<file path="src/hw/rtl/nmea_pkg.sv">
package nmea_pkg;

  localparam logic [7:0] COMMA_BYTE = 8'h2C;
  localparam logic [7:0] NUL_BYTE = 8'h00;
  localparam logic [7:0] CHAR_N = 8'h4E;
  localparam logic [7:0] CHAR_ZERO = 8'h30;

  localparam logic [3:0] RMC_MODE_FIELD = 4'd11;
  localparam logic [3:0] GGA_QUALITY_FIELD = 4'd5;
  localparam logic [3:0] FIELD_NUM_MAX = 4'd15;
  localparam logic [4:0] CHARS_MAX = 5'd31;
  localparam logic [2:0] HDR_POS_MAX = 3'd7;
  localparam logic [2:0] HDR_TEXT_FIRST = 3'd3;
  localparam logic [2:0] HDR_TEXT_LAST = 3'd5;
  localparam logic [2:0] HDR_MIN_LEN = 3'd6;

  // Field codes carried on the result channel.
  localparam logic [2:0] CODE_TIME = 3'd0;
  localparam logic [2:0] CODE_LAT = 3'd1;
  localparam logic [2:0] CODE_LAT_HEMI = 3'd2;
  localparam logic [2:0] CODE_LON = 3'd3;
  localparam logic [2:0] CODE_LON_HEMI = 3'd4;
  localparam logic [2:0] CODE_ALT = 3'd5;
  localparam logic [2:0] CODE_NONE = 3'd7;

  localparam logic KIND_RMC = 1'b0;
  localparam logic KIND_GGA = 1'b1;

  typedef struct packed {
    logic       in_header;
    logic [2:0] hdr_pos;
    logic       rmc_match;
    logic       gga_match;
    logic [3:0] field_num;
    logic [4:0] chars;
    logic       fix;
  } parse_state_t;

  typedef struct packed {
    logic       emit;
    logic       is_summary;
    logic [2:0] field_code;
    logic [3:0] char_index;
    logic [7:0] char_value;
    logic       kind;
    logic       fix;
  } parse_result_t;

  function automatic logic [2:0] field_code_of(input logic kind, input logic [3:0] field_num);
    logic [2:0] code;
    code = CODE_NONE;
    if (kind == KIND_RMC) begin
      case (field_num)
        4'd0: code = CODE_TIME;
        4'd2: code = CODE_LAT;
        4'd3: code = CODE_LAT_HEMI;
        4'd4: code = CODE_LON;
        4'd5: code = CODE_LON_HEMI;
        default: code = CODE_NONE;
      endcase
    end else begin
      case (field_num)
        4'd0: code = CODE_TIME;
        4'd1: code = CODE_LAT;
        4'd2: code = CODE_LAT_HEMI;
        4'd3: code = CODE_LON;
        4'd4: code = CODE_LON_HEMI;
        4'd8: code = CODE_ALT;
        default: code = CODE_NONE;
      endcase
    end
    return code;
  endfunction

  // Expected talker-stripped header text, indexed by header position minus three.
  function automatic logic [7:0] hdr_char(input logic kind, input logic [1:0] idx);
    logic [7:0] c;
    c = 8'h00;
    if (kind == KIND_RMC) begin
      case (idx)
        2'd0: c = 8'h52;
        2'd1: c = 8'h4D;
        2'd2: c = 8'h43;
        default: c = 8'h00;
      endcase
    end else begin
      case (idx)
        2'd0: c = 8'h47;
        2'd1: c = 8'h47;
        2'd2: c = 8'h41;
        default: c = 8'h00;
      endcase
    end
    return c;
  endfunction

endpackage

</file>
<file path="src/hw/rtl/nmea_step.sv">
module nmea_step #(
  parameter int FIELD_CHARS = 16,
  parameter int ALTITUDE_CHARS = 8,
  parameter int SIGN_CHARS = 2
) (
  input  logic [7:0]             rx_byte,
  input  nmea_pkg::parse_state_t cur,
  output nmea_pkg::parse_state_t nxt,
  output nmea_pkg::parse_result_t res
);
  import nmea_pkg::*;

  localparam logic [4:0] FIELD_LIM = 5'(FIELD_CHARS);
  localparam logic [4:0] ALT_LIM = 5'(ALTITUDE_CHARS);
  localparam logic [4:0] SIGN_LIM = 5'(SIGN_CHARS);

  parse_state_t start_st;
  logic         kind;
  logic         fix_upd;
  logic [2:0]   code;
  logic [4:0]   limit;
  logic [1:0]   text_idx;

  always_comb begin
    start_st = '0;
    start_st.in_header = 1'b1;
    start_st.rmc_match = 1'b1;
    start_st.gga_match = 1'b1;
    start_st.fix = cur.fix;

    kind = cur.rmc_match ? KIND_RMC : KIND_GGA;
    text_idx = 2'(cur.hdr_pos - HDR_TEXT_FIRST);

    // The first byte of the mode or quality field sets the fix flag, even an empty field.
    fix_upd = cur.fix;
    if (cur.chars == 5'd0) begin
      if (kind == KIND_RMC && cur.field_num == RMC_MODE_FIELD) begin
        fix_upd = (rx_byte != CHAR_N);
      end
      if (kind == KIND_GGA && cur.field_num == GGA_QUALITY_FIELD) begin
        fix_upd = (rx_byte > CHAR_ZERO);
      end
    end

    code = field_code_of(kind, cur.field_num);
    case (code)
      CODE_LAT_HEMI, CODE_LON_HEMI: limit = SIGN_LIM;
      CODE_ALT: limit = ALT_LIM;
      default: limit = FIELD_LIM;
    endcase

    nxt = cur;
    res = '0;
    res.kind = kind;
    res.fix = fix_upd;

    if (cur.in_header) begin
      if (rx_byte == NUL_BYTE) begin
        nxt = start_st;
      end else if (rx_byte == COMMA_BYTE) begin
        if (cur.hdr_pos < HDR_MIN_LEN) begin
          nxt.rmc_match = 1'b0;
          nxt.gga_match = 1'b0;
        end
        nxt.in_header = 1'b0;
        nxt.field_num = '0;
        nxt.chars = '0;
      end else begin
        if (cur.hdr_pos >= HDR_TEXT_FIRST && cur.hdr_pos <= HDR_TEXT_LAST) begin
          if (rx_byte != hdr_char(KIND_RMC, text_idx)) nxt.rmc_match = 1'b0;
          if (rx_byte != hdr_char(KIND_GGA, text_idx)) nxt.gga_match = 1'b0;
        end
        if (cur.hdr_pos < HDR_POS_MAX) nxt.hdr_pos = cur.hdr_pos + 3'd1;
      end
    end else if (!cur.rmc_match && !cur.gga_match) begin
      if (rx_byte == NUL_BYTE) nxt = start_st;
    end else begin
      nxt.fix = fix_upd;
      if (rx_byte == NUL_BYTE) begin
        res.emit = 1'b1;
        res.is_summary = 1'b1;
        nxt = start_st;
        nxt.fix = fix_upd;
      end else if (rx_byte == COMMA_BYTE) begin
        if (cur.field_num < FIELD_NUM_MAX) nxt.field_num = cur.field_num + 4'd1;
        nxt.chars = '0;
      end else if (code != CODE_NONE && cur.chars < limit) begin
        res.emit = 1'b1;
        res.field_code = code;
        res.char_index = cur.chars[3:0];
        res.char_value = rx_byte;
        nxt.chars = cur.chars + 5'd1;
      end else if (cur.chars < CHARS_MAX) begin
        nxt.chars = cur.chars + 5'd1;
      end
    end
  end

endmodule

</file>
<file path="src/hw/rtl/nmea_rmc_gga_field_extractor_top.sv">
// NMEA RMC/GGA field extractor.
//
// The input channel carries one sentence byte per item on in_rx_byte; a zero
// byte ends the sentence. The header runs up to the first comma, and its bytes
// three to five pick an RMC or a GGA sentence; other sentences are skipped.
// For matching sentences the result channel carries one item per captured
// character of the time, latitude, longitude, hemisphere and (GGA) altitude
// fields, tagged with a field code and the position in the field, and one
// summary item at the zero byte giving the sentence kind and the fix flag.
// Most input bytes cause no result item at all.
//
// Each accepted byte is parsed in the same cycle against the parser state and
// any result lands in the output register at the edge that accepted the byte,
// so it can be taken in the cycle after. One byte is taken every cycle while the
// output register is empty or being drained; in_stall rises only when a result
// is held and the receiver stalls, so throughput is one item per cycle.
//
// Reset returns the parser to the start of a sentence, clears the fix flag
// and empties the output register. The fix flag survives the end of a
// sentence. While out_stall is high a held result stays unchanged.
module nmea_rmc_gga_field_extractor_top #(
  parameter int FIELD_CHARS = 16,
  parameter int ALTITUDE_CHARS = 8,
  parameter int SIGN_CHARS = 2
) (
  input  logic       clk,
  input  logic       rst_n,
  input  logic       in_valid,
  output logic       in_stall,
  input  logic [7:0] in_rx_byte,
  output logic       out_valid,
  input  logic       out_stall,
  output logic       out_is_summary,
  output logic [2:0] out_field_code,
  output logic [3:0] out_char_index,
  output logic [7:0] out_char_value,
  output logic       out_sentence_kind,
  output logic       out_fix_valid
);
  import nmea_pkg::*;

  parse_state_t  state_r;
  parse_state_t  state_nxt;
  parse_state_t  reset_st;
  parse_result_t step_res;
  parse_result_t res_r;
  logic          out_valid_r;
  logic          in_accept;
  logic          out_free;

  // The output slot is free when empty or when its item leaves this cycle.
  assign out_free = !out_valid_r || !out_stall;
  assign in_stall = !out_free;
  assign in_accept = in_valid && out_free;

  nmea_step #(
    .FIELD_CHARS(FIELD_CHARS),
    .ALTITUDE_CHARS(ALTITUDE_CHARS),
    .SIGN_CHARS(SIGN_CHARS)
  ) u_step (
    .rx_byte(in_rx_byte),
    .cur(state_r),
    .nxt(state_nxt),
    .res(step_res)
  );

  always_comb begin
    reset_st = '0;
    reset_st.in_header = 1'b1;
    reset_st.rmc_match = 1'b1;
    reset_st.gga_match = 1'b1;
  end

  always_ff @(posedge clk) begin
    if (!rst_n) begin
      state_r <= reset_st;
      out_valid_r <= 1'b0;
    end else begin
      if (in_accept) state_r <= state_nxt;
      if (out_free) out_valid_r <= in_accept && step_res.emit;
    end
  end

  // Result payload needs no reset; it is qualified by out_valid_r.
  always_ff @(posedge clk) begin
    if (in_accept && step_res.emit) res_r <= step_res;
  end

  assign out_valid = out_valid_r;
  assign out_is_summary = res_r.is_summary;
  assign out_field_code = res_r.field_code;
  assign out_char_index = res_r.char_index;
  assign out_char_value = res_r.char_value;
  assign out_sentence_kind = res_r.kind;
  assign out_fix_valid = res_r.fix;

endmodule

</file>
<file path="config.mk">
export PLATFORM = sky130hd
export DESIGN_NAME = nmea_rmc_gga_field_extractor_top
export DESIGN_NICKNAME = d
export VERILOG_FILES = /design/src/hw/rtl/nmea_pkg.sv /design/src/hw/rtl/nmea_step.sv /design/src/hw/rtl/nmea_rmc_gga_field_extractor_top.sv
export SDC_FILE = /design/constraint.sdc
export NUM_CORES = 1
export LEC_CHECK = 0
export ABC_AREA = 1
export BUFFER_PORTS_ARGS = -buffer_cell sky130_fd_sc_hd__clkbuf_2
export CORE_ASPECT_RATIO = 1.5
export CORE_UTILIZATION = 45
export CTS_BUF_LIST = sky130_fd_sc_hd__clkbuf_4 sky130_fd_sc_hd__clkbuf_8 sky130_fd_sc_hd__clkbuf_16
export DETAILED_ROUTE_END_ITERATION = 16
export PLACE_DENSITY = 0.77
export SLEW_MARGIN = 0
export SYNTH_ARGS = -nofsm -noshare
export SYNTH_HDL_FRONTEND = slang
export SYNTH_SLANG_ARGS = --single-unit
export TNS_END_PERCENT = 10
</file>
<file path="constraint.sdc">
create_clock -name clk -period 8.86 [get_ports clk]
set_clock_uncertainty 0.2 [all_clocks]
set_input_delay 1.329 -clock clk [delete_from_list [all_inputs] [get_ports clk]]
set_output_delay 1.329 -clock clk [all_outputs]
set_load 0.05 [all_outputs]
</file>
==> metrics.md <==
| Metric | Value |
|---|---|
| CTS tree | yes |
| Yosys cell types | 36 |
| Cell area after synthesis | 2162 sq um |
| Worst hold slack | 247.2 ps |
| Vias in the first global route | 1710 |
| Critical path endpoint category | flop |
| Layout cells sized above 1 | 0.1929 |
| Share of total power in the clock network | 0.342 |
| Final nets | about 340 |
| Final WL | 4.217 mm |
| Drt first-iter violations | 43 |
| Grt ovf | 0 |
| CTS buffer count | 5 |
| Post-layout util | 0.5429 |
| Setup CP Type | reg -> reg |
| Min-Delay Path Class | reg -> reg |
| Core area | around 4600 sq um |
| Row count | 30 |
| Cell Chain, Critical Path | inv_1 -> ha_1 -> o21ai_2 -> nand2_2 -> o21ai_1 -> nand2_1 -> or3b_2 -> nand2_1 -> ha_1 -> a21o_1 -> nor2_1 -> nand2_2 -> o21ai_1 -> nand2_1 -> inv_1 |
| R2R Path Start | state_r[6] |
| PD cells | 162.3 nW/um^2 |
| Resized cells post-CTS | 0 |
| Hold Startpoint | state_r[10] |
| First-pass GRT wire length | between 7 and 8 mm |
| Syn-to-layout area delta | 14.99% |
| Tmin final | approximately 3700 ps |
| IO Pins | 32 |
| Antenna violations before repair | 0 |
| Internal | 287.1 uW |
| Setup TNS | 0 ps |
| RSZ-0062 raised after global routing | no |
| Synth area leader | edfxtp_1 |
| Combinational fraction of design power | 0.198 |
| Status | completed |
| Die area | 5092 sq um |
| Placer Congestion | 0.8751 |
| Final HPWL DP | 3.383 mm |
| Largest net degree at the start of global routing | 19 |
| Tot Pwr | about 400 uW |
| Synth async-reset ratio | 0 |
| Worst path required time | between 8000 and 9000 ps |
| P_sw | 116.6 uW |
| Most used DFF post-synth | edfxtp_1 |
| VDD IR max | 0.06966 mV |
| Initial core utilization | 0.4721 |
| Fmax | 270.0 MHz |
| Number of diodes | 0 |
| Critical Path Start | state_r[6] |
| Crit path max-delay cell type | or3b_2 |
| Top-area cell type share of the netlist area | 0.2500 |
| Most common cell in the synthesized netlist | nor2_1 |
| Post-synth EDFFs | 18 |
| Synthesized flop and latch total | 35 |
| Leakage | 0.001179 uW |
| Worst-path clk slew | 80 ps |
| Postcts setup bufs | 0 |
| Net Count, Synth | 301 |
| Slowest stage delay, CP | 490 ps |
| Slew @ Worst Pin | between 600 and 700 ps |
| CP Launch Type | flop |
| DIE HEIGHT | 86.90 microns |
| Worst EP arrival | 3420 ps |
| DIE WIDTH | 58.60 microns |
| Setup-failing EPs final | 0 |
| Max-Cap Viols | 0 |
| Bufs on Longest Clock Path | 2 |
| Sequential element share of the synthesized area | 0.4074 |
| Design area | 2486 sq um |
| Syn Inst Count | 276 |
| Worst path most repeated cell | nand2_1 |
| Flop pwr share | 0.461 |
| Period utilization | 0.4180 |
| TritonRoute pass-1 iters | 4 |
| GR Util All Layers | 0.1824 |
| CTS hold repair buffers | 0 |
| IO buf count | 31 |
| Residual DRC | 0 |
| Final Hold Viols | 0 |
| Synth warnings | 0 |
| Placed cell areas | 2379 sq um |
| Top cells by count, synth | nor2_1, inv_1, nand2_1, edfxtp_1, nand3_1 |
| CTS root buf | clkbuf_8 |
| CTS HTree Levels | 2 |
| # clock sinks | 35 |
| Synth top area cells | edfxtp_1, dfxtp_1, nor2_1, ha_1, inv_1 |
| Max-slew headroom | 0.5858 |
| ANT nets after route | 0 |
| Final Max Tran Viols | 0 |
| Via count | roughly 1900 |
| Vias per cell | roughly 5.0 |
| Routed len/inst | ~11 microns |
| Critical path peak fanout | 18 |
| Syn avg cell area | 7.834 sq um |
| Worst skew pair latency | 290 ps |
| Switching share of total power | 0.2888 |
## metal layers
metal | share of wire | vias up | track usage
met1 | 0.43 | 852 | 0.2023
met2 | 0.52 | 43 | 0.3302
met3 | 0.028 | 11 | 0.03715
li1 | - | 980 | -
met4 | 0.022 | 0 | 0.07792
met5 | 0 | - | 0
## power by group through the flow
stage	registers (uW)	logic (uW)	clock network, uW
global placement	189	77.5	0
CTS	186	79.6	140
floorplan	199	51.7	0
finish	186	79.8	138
detailed placement	190	79.2	0
global route	187	89.9	146
## kinds of logic after synthesis
| logic type | count (synthesis) | synth area share |
|---|---|---|
| AO/OA/AOI/OAI | 42 | 0.1175 |
| AND/OR/NAND/NOR | 134 | 0.2940 |
| flip-flops | 35 | 0.4074 |
| buffers and inverters | 46 | 0.08159 |
| adder cells (fa/ha/maj) | 13 | 0.07523 |
| XOR/XNOR | 6 | 0.02431 |
## worst max-delay path, delay by kind of cell, from the launching register on
kind / cells / cell delay (ps)
compound gates: 4 / 590
fa+ha+maj: 2 / 460
simple gates: 7 / 1130
buf+inv: 2 / 570
flops: 1 / 390
## layout by cell type (no fill, tap or decap), types with 10 or more instances in the layout
master	synthesis	routed
nor2_1	48	48
inv_1	39	39
nand2_1	36	36
clkbuf_2	0	31
nand3_1	18	18
edfxtp_1	18	18
dfxtp_1	17	17
ha_1	13	13
o21ai_0	10	10
a21oi_1	10	10
## registers in the layout, indices dropped and copies added (netlist names)
name and cells:
state_r 16, out_char_value 8, out_char_index 4, out_field_code 3
out_fix_valid 1, out_is_summary 1, out_sentence_kind 1, out_valid 1
## area by class of cell
class | instances | area, sq um
multi-input cells | 195 | 1105
well taps | 64 | 80.08
flip-flops and latches | 35 | 880.8
inverters | 42 | 157.7
repair buffers | 31 | 155.1
clock inverters | 3 | 38.79
clock buffers | 5 | 68.82
fillers | 447 | 2093
## worst paths after layout
kind | to | slack (ps) | depth (start not counted)
worst max-delay path | out_char_value[1] | 5160 | 15
worst min-delay path | state_r[10] | 250 | 2
worst max register to register | out_char_value[1] | 5160 | 15
worst min register to register | state_r[10] | 250 | 2
## stage by stage
step           setup slack [ps]  instances
3_5_place_dp               5153        367
2_1_floorplan              5438        276
5_1_grt                    4841        375
3_3_place_gp               5278        367
6_report                   5157        375
4_1_cts                    5132        375
Note: power is estimated with default switching activity, not from simulation.
